File: config.mk
export PLATFORM = sky130hd
export DESIGN_NAME = two_button_event_detector_top
export DESIGN_NICKNAME = d
export VERILOG_FILES = /design/src/hdl/tbed_pkg.sv /design/src/hdl/tbed_cfg_regs.sv /design/src/hdl/tbed_pipe_reg.sv /design/src/hdl/tbed_core.sv /design/src/hdl/two_button_event_detector_top.sv
export SDC_FILE = /design/constraint.sdc
export NUM_CORES = 1
export LEC_CHECK = 0
export BUFFER_PORTS_ARGS = -buffer_cell sky130_fd_sc_hd__buf_2
export CAP_MARGIN = 0
export CORE_MARGIN = 1.5
export CORE_UTILIZATION = 51
export DETAILED_ROUTE_END_ITERATION = 6
export HOLD_SLACK_MARGIN = 0.12
export PLACE_DENSITY = 0.78
export SYNTH_ARGS = -nofsm -noshare
export SYNTH_HDL_FRONTEND = slang
export SYNTH_HIERARCHICAL = 1
export SYNTH_SLANG_ARGS = --single-unit
File: constraint.sdc
create_clock -name aclk -period 3.43 [get_ports aclk]
set_input_delay 0.686 -clock aclk [delete_from_list [all_inputs] [get_ports aclk]]
set_output_delay 0.686 -clock aclk [all_outputs]
set_load 0.02 [all_outputs]
File: src/hdl/tbed_pkg.sv
`timescale 1ns / 1ps
// ----------------------------------------------------------------------------
// tbed_pkg: shared types and constants for the two-button event detector
// Holds the configuration bundle, register map indexes and event code groups.
// ----------------------------------------------------------------------------
package tbed_pkg;

    localparam int BTN_W   = 2;
    localparam int CODE_W  = 4;
    localparam int DEB_W   = 8;
    localparam int HOLD_W  = 16;
    localparam int APB_AW  = 3;
    localparam int APB_DW  = 32;

    localparam logic [DEB_W-1:0]  DEBOUNCE_RESET  = 8'd5;
    localparam logic [HOLD_W-1:0] LONG_RESET      = 16'd200;
    localparam logic [HOLD_W-1:0] HOLD_MAX        = 16'hFFFF;
    localparam logic [BTN_W-1:0]  BTN_NONE        = 2'b00;

    // Register indexes, taken from paddr[2].
    localparam logic REG_DEBOUNCE = 1'b0;
    localparam logic REG_LONG     = 1'b1;

    // Event code groups: the button mask is added to the group base.
    localparam logic [CODE_W-1:0] EVT_NONE         = 4'd0;
    localparam logic [CODE_W-1:0] EVT_PRESS_BASE   = 4'd0;
    localparam logic [CODE_W-1:0] EVT_RELEASE_BASE = 4'd3;
    localparam logic [CODE_W-1:0] EVT_LONG_BASE    = 4'd6;

    typedef struct packed {
        logic [DEB_W-1:0]  debounce_ticks;
        logic [HOLD_W-1:0] long_press_ticks;
    } cfg_t;

endpackage

File: src/hdl/tbed_cfg_regs.sv
`timescale 1ns / 1ps
// ----------------------------------------------------------------------------
// tbed_cfg_regs: APB configuration registers
// Holds the debounce length and the long press length with read back.
// ----------------------------------------------------------------------------
module tbed_cfg_regs (
    input  logic                        aclk,
    input  logic                        aresetn,
    input  logic                        psel,
    input  logic                        penable,
    input  logic                        pwrite,
    input  logic [tbed_pkg::APB_AW-1:0] paddr,
    input  logic [tbed_pkg::APB_DW-1:0] pwdata,
    output logic [tbed_pkg::APB_DW-1:0] prdata,
    output logic                        pready,
    output tbed_pkg::cfg_t              cfg
);
    import tbed_pkg::*;

    logic [DEB_W-1:0]  debounce_reg;
    logic [HOLD_W-1:0] long_reg;
    logic              wr_en;

    assign wr_en = psel && penable && pwrite;
    assign pready = 1'b1;

    always_ff @(posedge aclk) begin
        if (!aresetn) begin
            debounce_reg <= DEBOUNCE_RESET;
            long_reg     <= LONG_RESET;
        end else if (wr_en) begin
            case (paddr[2])
                REG_DEBOUNCE: debounce_reg <= pwdata[DEB_W-1:0];
                REG_LONG:     long_reg     <= pwdata[HOLD_W-1:0];
                default:      debounce_reg <= debounce_reg;
            endcase
        end
    end

    always_comb begin
        case (paddr[2])
            REG_DEBOUNCE: prdata = {{(APB_DW-DEB_W){1'b0}}, debounce_reg};
            REG_LONG:     prdata = {{(APB_DW-HOLD_W){1'b0}}, long_reg};
            default:      prdata = '0;
        endcase
    end

    assign cfg.debounce_ticks   = debounce_reg;
    assign cfg.long_press_ticks = long_reg;

endmodule

File: src/hdl/tbed_pipe_reg.sv
`timescale 1ns / 1ps
// ----------------------------------------------------------------------------
// tbed_pipe_reg: one valid/ready register stage
// Holds one transfer and takes a new one whenever it is empty or draining.
// ----------------------------------------------------------------------------
module tbed_pipe_reg #(
    parameter int WIDTH = 2
) (
    input  logic             aclk,
    input  logic             aresetn,
    input  logic             in_valid,
    output logic             in_ready,
    input  logic [WIDTH-1:0] in_data,
    output logic             out_valid,
    input  logic             out_ready,
    output logic [WIDTH-1:0] out_data
);
    logic             valid_reg;
    logic [WIDTH-1:0] data_reg;

    assign in_ready = !valid_reg || out_ready;

    always_ff @(posedge aclk) begin
        if (!aresetn) begin
            valid_reg <= 1'b0;
        end else if (in_ready) begin
            valid_reg <= in_valid;
        end
    end

    always_ff @(posedge aclk) begin
        if (in_ready && in_valid) begin
            data_reg <= in_data;
        end
    end

    assign out_valid = valid_reg;
    assign out_data  = data_reg;

endmodule

File: src/hdl/tbed_core.sv
`timescale 1ns / 1ps
// ----------------------------------------------------------------------------
// tbed_core: debounce filter and press/release/long event logic
// Updates the button state once per tick as the tick moves to the result stage.
// ----------------------------------------------------------------------------
module tbed_core (
    input  logic                        aclk,
    input  logic                        aresetn,
    input  logic                        tick_en,
    input  logic [tbed_pkg::BTN_W-1:0]  raw,
    input  tbed_pkg::cfg_t              cfg,
    output logic [tbed_pkg::CODE_W-1:0] event_code
);
    import tbed_pkg::*;

    logic [BTN_W-1:0]  filt_reg, filt_next;
    logic [BTN_W-1:0]  prev_reg, prev_next;
    logic [DEB_W-1:0]  dcnt_reg, dcnt_next;
    logic              seen_pressed_reg, seen_pressed_next;
    logic              seen_released_reg, seen_released_next;
    logic [HOLD_W-1:0] hold_reg, hold_next;
    logic              long_fired_reg, long_fired_next;
    logic [DEB_W:0]    dcnt_inc;
    logic [HOLD_W-1:0] hold_inc;

    always_comb begin
        filt_next          = filt_reg;
        prev_next          = prev_reg;
        dcnt_next          = '0;
        seen_pressed_next  = seen_pressed_reg;
        seen_released_next = seen_released_reg;
        hold_next          = hold_reg;
        long_fired_next    = long_fired_reg;
        event_code         = EVT_NONE;
        dcnt_inc           = {1'b0, dcnt_reg} + {{DEB_W{1'b0}}, 1'b1};
        hold_inc           = (hold_reg < HOLD_MAX) ? hold_reg + 16'd1 : hold_reg;

        if (raw != filt_reg) begin
            if (dcnt_inc >= {1'b0, cfg.debounce_ticks}) begin
                filt_next = raw;
            end else begin
                dcnt_next = dcnt_inc[DEB_W-1:0];
            end
        end

        if (filt_next != prev_reg) begin
            prev_next = filt_next;
            if (filt_next == BTN_NONE) begin
                // Release is reported only if no long event fired in this hold.
                if (seen_pressed_reg) begin
                    if (!long_fired_reg) begin
                        event_code = EVT_RELEASE_BASE + {2'b00, prev_reg};
                    end
                    long_fired_next = 1'b0;
                end
                seen_pressed_next = 1'b0;
            end else begin
                seen_pressed_next = 1'b1;
                if (seen_released_reg) begin
                    event_code = EVT_PRESS_BASE + {2'b00, filt_next};
                end
                seen_released_next = 1'b0;
            end
        end else if (filt_next != BTN_NONE) begin
            hold_next = hold_inc;
            if (hold_inc == cfg.long_press_ticks) begin
                long_fired_next = 1'b1;
                event_code      = EVT_LONG_BASE + {2'b00, filt_next};
            end
        end else begin
            hold_next          = '0;
            seen_released_next = 1'b1;
        end
    end

    always_ff @(posedge aclk) begin
        if (!aresetn) begin
            filt_reg          <= '0;
            prev_reg          <= '0;
            dcnt_reg          <= '0;
            seen_pressed_reg  <= 1'b0;
            seen_released_reg <= 1'b0;
            hold_reg          <= '0;
            long_fired_reg    <= 1'b0;
        end else if (tick_en) begin
            filt_reg          <= filt_next;
            prev_reg          <= prev_next;
            dcnt_reg          <= dcnt_next;
            seen_pressed_reg  <= seen_pressed_next;
            seen_released_reg <= seen_released_next;
            hold_reg          <= hold_next;
            long_fired_reg    <= long_fired_next;
        end
    end

endmodule

File: src/hdl/two_button_event_detector_top.sv
// Each tick is held in the input register, and its event code in the result register.
// Throughput: one tick per cycle while m_ready holds high; the input and
// result registers form a two-stage pipeline with the event logic between.
// Reset: synchronous active-low aresetn clears both stages, all button state,
// and loads the debounce and long press registers with 5 and 200.
`timescale 1ns / 1ps
// ----------------------------------------------------------------------------
// two_button_event_detector_top: debounced two-button event detector
// Turns scan ticks of two buttons into press, release and long press events.
// ----------------------------------------------------------------------------
module two_button_event_detector_top (
    input  logic                        aclk,
    input  logic                        aresetn,
    input  logic                        s_valid,
    output logic                        s_ready,
    input  logic                        s_wheel_button_pressed,
    input  logic                        s_key_pressed,
    output logic                        m_valid,
    input  logic                        m_ready,
    output logic [tbed_pkg::CODE_W-1:0] m_event_code,
    input  logic                        psel,
    input  logic                        penable,
    input  logic                        pwrite,
    input  logic [tbed_pkg::APB_AW-1:0] paddr,
    input  logic [tbed_pkg::APB_DW-1:0] pwdata,
    output logic [tbed_pkg::APB_DW-1:0] prdata,
    output logic                        pready
);
    import tbed_pkg::*;

    cfg_t              cfg;
    logic              tick_valid;
    logic              res_ready;
    logic [BTN_W-1:0]  tick_raw;
    logic [CODE_W-1:0] code;

    tbed_cfg_regs u_cfg (
        .aclk    (aclk),
        .aresetn (aresetn),
        .psel    (psel),
        .penable (penable),
        .pwrite  (pwrite),
        .paddr   (paddr),
        .pwdata  (pwdata),
        .prdata  (prdata),
        .pready  (pready),
        .cfg     (cfg)
    );

    tbed_pipe_reg #(.WIDTH(BTN_W)) u_in_stage (
        .aclk      (aclk),
        .aresetn   (aresetn),
        .in_valid  (s_valid),
        .in_ready  (s_ready),
        .in_data   ({s_key_pressed, s_wheel_button_pressed}),
        .out_valid (tick_valid),
        .out_ready (res_ready),
        .out_data  (tick_raw)
    );

    // The state advances exactly when a tick moves into the result register.
    tbed_core u_core (
        .aclk       (aclk),
        .aresetn    (aresetn),
        .tick_en    (tick_valid && res_ready),
        .raw        (tick_raw),
        .cfg        (cfg),
        .event_code (code)
    );

    tbed_pipe_reg #(.WIDTH(CODE_W)) u_out_stage (
        .aclk      (aclk),
        .aresetn   (aresetn),
        .in_valid  (tick_valid),
        .in_ready  (res_ready),
        .in_data   (code),
        .out_valid (m_valid),
        .out_ready (m_ready),
        .out_data  (m_event_code)
    );

endmodule

After elaboration in Yosys (flattened, before gate mapping) --
Cells that the tools add are included.
Storage, ports and cells: logic and storage cells 69, bits in registers 63, bits of input ports 44, output and inout port bits 39
Cells by class: equal/unequal tests 7, reductions and logical operators 18, muxes and demuxes 23, bitwise gates (word level) 2, add/sub/neg operators 4, order comparisons 2
Operators with widths (count):
- $pmux 32 s2 | 1
- $mux 16 | 2
- $mux 4 | 6
- $add 16x1->16 const B | 1
- $eq 16x16->1 | 1
- $lt 16x16->1 const B | 1
- $mux 8 | 2
- $add 8x1->9 const B | 1
- $ge 9x8->1 | 1
- $mux 1 | 9
- $reduce_and 2->1 | 4
- $mux 2 | 3
- $reduce_bool 2->1 | 3
- $reduce_and 5->1 | 1
- $add 3x2->4 const A | 1
- $logic_and 1x1->1 | 4
- $ne 2x1->1 const B | 2
- $ne 2x2->1 | 2
- $ne 2x2->1 const B | 2
- $add 2x2->3 const A | 1
- $reduce_and 3->1 | 1
- $logic_not 1->1 | 2
- $logic_not 2->1 | 1
- $logic_or 1x1->1 | 2
- $not 1->1 | 2

Depth between registers and ports, before layout --
Gate-level depths: netlist of the first run.
depth after elaboration 8, depth in mapped cells 14, gate-level depth less buffers 13

Modules after synthesis --
The synthesis of the first run kept the hierarchy.
By module, submodules not included:
- tbed_core | seq. area each 620.6 um^2, cells each 354, area an instance 2668.8 um^2, times used 1
- tbed_cfg_regs | seq. area each 480.5 um^2, cells each 141, area an instance 1296.2 um^2, times used 1
- tbed_pipe_reg at u_out_stage | seq. area each 140.1 um^2, cells each 9, area an instance 177.7 um^2, times used 1
- tbed_pipe_reg at u_in_stage | seq. area each 80.1 um^2, cells each 7, area an instance 117.6 um^2, times used 1
- two_button_event_detector_top | seq. area each 0.0 um^2, cells each 1, area an instance 6.3 um^2, times used 1

Least setup slack after synthesis of the first run --
Ideal clock, no wire load.
path type reg-to-reg, start register u_core.dcnt_reg[0], end register u_out_stage.data_reg[1], in the netlist u_out_stage/out_data[1], data pin, setup slack 0.175 ns, library setup time 0.158 ns, data arrival time 3.097 ns, clock period less this slack 3.255 ns, cell stages (with the launch flop) 13, path through dfxtp_1 -> ha_1 -> and4_1 -> nand2_1 -> xnor2_1 -> ha_1 -> a21oi_1 -> o22ai_1 -> a211oi_4 -> mux2_2 -> o211a_1 -> or3_1 -> o211ai_1
On the way: word-level cells in the longest chain between the ends 8, elaborated cells on any way between the ends 13
RTL lines:
- start: declaration | line tbed_core.sv:18 | logic [DEB_W-1:0] dcnt_reg, dcnt_next;
- start signal: assignment | line tbed_core.sv:88 | dcnt_reg <= dcnt_next;
- $add 8x1->9 (*) | line tbed_core.sv:35 | dcnt_inc = {1'b0, dcnt_reg} + {{DEB_W{1'b0}}, 1'b1};
- $ge 9x8->1 (*) | line tbed_core.sv:39 | if (dcnt_inc >= {1'b0, cfg.debounce_ticks}) begin
- $mux 2 (*) | line tbed_core.sv:39
- $mux 2 (*) | line tbed_core.sv:38 | if (raw != filt_reg) begin
- $add 3x2->4 | line tbed_core.sv:68 | event_code = EVT_LONG_BASE + {2'b00, filt_next};
- $mux 4 | line tbed_core.sv:66 | if (hold_inc == cfg.long_press_ticks) begin
- $mux 4 | line tbed_core.sv:64 | end else if (filt_next != BTN_NONE) begin
- $mux 4 (*) | line tbed_core.sv:46 | if (filt_next != prev_reg) begin
- via code[1] | line two_button_event_detector_top.sv:35 | logic [CODE_W-1:0] code;
- end signal: assignment | line tbed_pipe_reg.sv:33 | data_reg <= in_data;
- end: declaration | line tbed_pipe_reg.sv:19 | logic [WIDTH-1:0] data_reg;
Mark *: on every way through the listed nets, which the timed path passes. The rest lies on a longest branch. A chain may end at the register's enable or synchronous reset.

Worst setup path after layout of the first run --
Same ends and word-level chain as after synthesis.

==> metrics.txt, run 1 <==
post-synthesis async set-or-reset flop share=0%; Reg2Reg Launch Point=u_core/dcnt_reg[0]; initial antenna violation count=0; detailed placement HPWL=7490 um; sequential share of the synthesized area=31.0%; DP Worst Slack=0.0956 ns; Tightest Pin Transition=0.641 ns; drt first-iter violations=386; chip height=94.5 um; largest net degree at the start of global routing=38; Rows=33; VDD IR max=0.000259 V; syn_area_per_cell=8.33 sq um; CP endpoint kind=flop; max_cap viols=0; area grow syn2layout=12.1%; share of layout cells above drive strength 1=20.5%; H-tree levels=3; Longest Clk Path Bufs=2; Final #Nets=611; Routed WL=10600 um; Buffers on Ports=47; Routed Antenna Nets=0; Hold Fails Final Rpt=0; drt via density=5.90; Critical Path Start=u_core/dcnt_reg[0]; setup slack after layout=0.175 ns; worst hold path class=reg -> reg; first-pass GRT wire length=16800 um; post-route minimum period=3.25 ns; post-synth top area share=26.7%; I/O pins=83; Synth Warn #=6; Main synth FF type=dfxtp_1; Final Slew Violations=0; Initial DRT Pass Iterations=6; fin cells=666; Syn Std Cell Area=4270 sq um; vias after detailed routing=3928; Post-route DRC=0; clock-pin slew on the worst setup and hold paths=0.07 ns; GRT Overall Usage=23.9%; # setup viols final=0; clock skew=0.0100 ns; Root Buffer=clkbuf_8; worst setup path endpoint=u_out_stage/out_data[1]; Die Span X=94.5 um; Design Power=0.00175 W; Routed WL per cell=15.9 um; reg-to-reg slack, setup=0.18 ns; kind of critical path=reg -> reg; Post-synth top cells=71 x nand2_1, 57 x dfxtp_1, 32 x mux2i_1; Leak=1.98 nW; worst skew pair latency=0.35 ns; Max Freq=307 MHz; fill count=729; Post-synth EDFFs=6; die area=8920 sq um; Req. time, crit path=3.62 ns; Placed Cells=645; biggest area consumer among synthesized cells=dfxtp_1; Cells after Synth=512; core area=8180 sq um; Final Cycle Share=94.9%; routability cong.=0.965; count leader, synth=nand2_1; synth top area cells=dfxtp_1 27%, mux2i_1 7.5%, nand2_1 6.2%, edfxtp_1 4.2%, ha_1 3.2%; number of inserted diodes=0; outcome=finished clean; CTS Buf Count=9; Power per Cell Area=365 nW/um^2; FF-to-FF End=u_out_stage/out_data[1]; Crit path arrival time=3.45 ns; vias in the first global route=3569; Overflow after GRT=0; Initial Util=52.2%; CP max FO=4; Slew HR=57.1%; CTS Sinks=63; Synth cell types=68; crit start category=flop; Synth Register Bits=63; Reg2Reg Depth=12; TritonCTS clock tree=done
[worst max-delay path, cell delays in order (launching register included)]
cell,delay [ns]
dfxtp_1,0.37
ha_1,0.17
and4_1,0.23
nand2_1,0.10
xnor2_2,0.16
ha_1,0.30
a21oi_1,0.16
o22ai_1,0.13
a211oi_4,0.31
mux2_4,0.34
o211a_1,0.27
or3_4,0.40
o211ai_1,0.16
[layer usage]
metal,part of all wire (%),GRT usage [%],vias up
li1,-,-,1881
met1,43,30.9,1841
met2,47,38.2,170
met3,6.0,3.70,36
met4,3.3,13.1,0
met5,0,0,-
[power by group]
| group | leakage [nW] | internal (W) | switching [W] |
|---|---|---|---|
| Clock | 0.110 | 0.000408 | 0.000307 |
| Combinational | 1.35 | 0.0000995 | 0.000149 |
| Sequential | 0.520 | 0.000762 | 0.0000217 |
[placed cells by master, fill, tap and decap left out, types with 17 or more instances in the layout]
cell type  synthesis  final
a21oi_1           20     20
dfxtp_1           57     57
conb_1             2     17
nand3_1           24     24
nor2_1            26     26
nand2_1           71     70
o21ai_0           21     21
mux2i_1           32     31
buf_2              9     47
buf_4             18     17
[cell families after synthesis]
kind of cell / count (synthesis) / share of synthesized area [%]
compound gates: 98 / 15.9
xor+xnor: 23 / 4.72
fa+ha+maj: 11 / 3.23
buf+inv: 63 / 8.21
flops: 63 / 31.0
mux: 42 / 10.1
other cells: 2 / 0.176
simple gates: 210 / 26.6
[metrics by stage]
stage	area (sq um)	hold WS [ns]	util, %	setup TNS, ns
after CTS	4700	0.486	57.5	0
final	4780	0.484	58.5	0
after global routing	4780	0.502	58.5	-0.128
after detailed placement	4490	0.477	55.0	0
after floorplan	4320	0.444	-	0
after global placement	4490	0.458	55.0	0
[how the worst min path moves through the flow]
stage | slack [ns] | endpoint | depth (start not counted) | from
6_report | 0.48 | u_cfg/debounce_reg[3] | 2 | u_cfg/debounce_reg[3]
5_1_grt | 0.50 | u_in_stage/out_data[0] | 1 | s_wheel_button_pressed
4_1_cts | 0.49 | u_cfg/debounce_reg[6] | 2 | u_cfg/debounce_reg[6]
3_5_place_dp | 0.48 | u_core/long_fired_reg | 2 | u_core/long_fired_reg
3_3_place_gp | 0.46 | u_core/long_fired_reg | 2 | u_core/long_fired_reg
2_1_floorplan | 0.44 | u_core/long_fired_reg | 2 | u_core/long_fired_reg
[layout make-up]
type / count / area (sq um) / area share (%)
Timing Repair Buffer: 64 / 363 / 7.59
Clock buffer: 10 / 128 / 2.67
Clock inverter: 6 / 83.8 / 1.75
Sequential cell: 63 / 1320 / 27.6
Tap cell: 105 / 131 / 2.75
Inverter: 17 / 63.8 / 1.33
Multi-Input combinational cell: 401 / 2690 / 56.3
[timing repair]
item | in CTS | in global routing
endpoints found under the setup margin | 0 | 22
resized for setup | 0 | 8
hold buffers | 0 | 0
setup buffers | 0 | 5
No activity file was read; power rests on OpenSTA's default activity.
==> inputs of run 2 (changes only) <==
CORE_UTILIZATION = 56   (was 51)
PLACE_DENSITY = 0.81   (was 0.78)
clock period = 3.7 ns   (was 3.43 ns; I/O delays follow)
==> run 2 against run 1 <==
Final cell count fell by 2.6%. Via count is 1.1% lower. Design area is 2.4% lower. Fmax decreased by 8.3%. Count of clock-buffer cells in the layout is 1 higher. Utilization is 5.2 points higher. Critical endpoint is now u_core/hold_reg[15].
==> metrics.txt, run 2 (same netlist as run 1, synthesis figures left out) <==
outcome=finished clean; fill count=629; clock skew=0.0116 ns; # setup viols final=0; detailed placement HPWL=7360 um; critical path's largest stage delay=0.41 ns; Hold Fails Final Rpt=0; commonest non-fill, non-tap cell in the layout=nand2_1; FF-to-FF End=u_core/hold_reg[15]; sequential power share=44.7%; P_sw=0.000438 W; CTS Sinks=63; Longest Clk Path Bufs=2; clock-pin slew on the worst setup and hold paths=0.07 ns; Slew HR=57.9%; drt via density=5.98; TritonCTS clock tree=done; GRT Overall Usage=26.2%; critical path's top delay family=compound AO/OA/AOI/OAI gates; grt met1 use=34.8%; Buffers on Ports=47; vias in the first global route=3665; core area=7330 sq um; reg-to-reg slack, setup=0.15 ns; kind of critical path=reg -> reg; die area=8150 sq um; met3 usage=4.29%; final core occ=63.7%; drt first-iter violations=358; worst setup path endpoint=u_core/hold_reg[15]; worst hold path class=reg -> reg; combinational share of power=13.3%; setup repair after global routing missed its margin=yes; most frequent cells in the layout=71 x nand2_1, 57 x dfxtp_1, 47 x buf_2, 32 x mux2i_1, 26 x nor2_1; number of inserted diodes=0; area grow syn2layout=9.44%; max_cap viols=0; Final #Nets=600; Leak=1.90 nW; Final Cycle Share=95.9%; worst skew pair latency=0.35 ns; Critical Path Stages=13; Clk network pwr share=42.0%; Routed WL=10200 um; Overflow after GRT=0; Reg2Reg Launch Point=u_core/dcnt_reg[0]; chip height=90.3 um; Final Slew Violations=0; Power per Cell Area=348 nW/um^2; worst hold slack=0.481 ns; internal power=0.00119 W; Routed Antenna Nets=0; most frequent cell on the critical path=ha_1; Initial DRT Pass Iterations=5; gr busiest metal=met2; Reg2Reg Depth=13; vias after detailed routing=3883; H-tree levels=3; Root Buffer=clkbuf_8; Crit-path slowest cell=dfxtp_1; share of layout cells above drive strength 1=18.0%; Initial Util=58.2%; Die Span X=90.3 um; initial antenna violation count=0; crit-path cells=ha_1 -> and4_1 -> nand2_1 -> xnor2_1 -> ha_1 -> a21oi_1 -> o22ai_1 -> a211oi_4 -> mux2_2 -> o211a_1 -> nand2_2 -> nor2_1 -> o221a_2; Routed WL per cell=15.8 um; routability cong.=0.937; WP buf/inv=0; VDD IR max=0.000220 V; Design Power=0.00162 W; Req. time, crit path=3.94 ns; largest net degree at the start of global routing=60; Post-route DRC=0; CP max FO=18; Crit path arrival time=3.78 ns; post-route minimum period=3.55 ns; CP endpoint kind=flop; Rows=31; Switching Fraction=27.0%; CTS Buf Count=9; Tightest Pin Transition=0.628 ns; I/O pins=83; crit start category=flop; Max Freq=282 MHz; first-pass GRT wire length=17400 um; Critical Path Start=u_core/dcnt_reg[0]; GRT met2 Usage=41.2%
==> run 2: worst min path at each step <==
| stage | slack [ns] | depth (start not counted) | to | from |
|---|---|---|---|---|
| after floorplan | 0.44 | 2 | u_core/long_fired_reg | u_core/long_fired_reg |
| after global placement | 0.46 | 2 | u_core/long_fired_reg | u_core/long_fired_reg |
| after detailed placement | 0.47 | 2 | u_core/long_fired_reg | u_core/long_fired_reg |
| after CTS | 0.48 | 2 | u_core/long_fired_reg | u_core/long_fired_reg |
| after global routing | 0.51 | 2 | u_cfg/debounce_reg[3] | u_cfg/debounce_reg[3] |
| final | 0.48 | 2 | u_cfg/debounce_reg[1] | u_cfg/debounce_reg[1] |
==> run 2: cell type report <==
type,count,area (sq um),area share (%)
Clock buffer,11,141,3.03
Sequential cell,63,1320,28.3
Inverter,17,63.8,1.37
Multi-Input combinational cell,401,2660,56.9
Clock inverter,5,81.3,1.74
Timing Repair Buffer,53,280,6.00
Tap cell,99,124,2.65
==> run 2: worst min-delay path, cell delays in order (launching register included) <==
cell     delay (ns)
dfxtp_1        0.32
nand2_1        0.05
mux2i_1        0.06
==> run 2: metal layers <==
layer  share of wire, %  up-vias
met1                 44     1826
met3                6.2       31
met5                  0        -
li1                   -     1853
met4                3.2        0
met2                 47      173
==> run 2: power groups by stage <==
stage	sequential (W)	combinational [W]	clock [W]
after global routing	0.000729	0.000236	0.000717
after global placement	0.000740	0.000202	0
after floorplan	0.000739	0.000169	0
final	0.000726	0.000216	0.000682
after detailed placement	0.000741	0.000208	0
after CTS	0.000725	0.000209	0.000690
==> run 2: through the flow <==
stage               setup TNS (ns)  setup slack [ns]  instance area, sq um  cells
floorplan                        0             0.445                  4320    527
global placement                 0             0.347                  4420    630
detailed placement               0             0.271                  4420    630
CTS                              0             0.188                  4640    646
global route               -0.0210           -0.0207                  4670    649
finish                           0             0.151                  4670    649
==> run 2: repair_timing <==
item                                    in CTS  in global routing
gates resized for setup                      0                  1
hold buffers                                 0                  0
setup buffers                                0                  3
endpoints found under the setup margin       0                  7
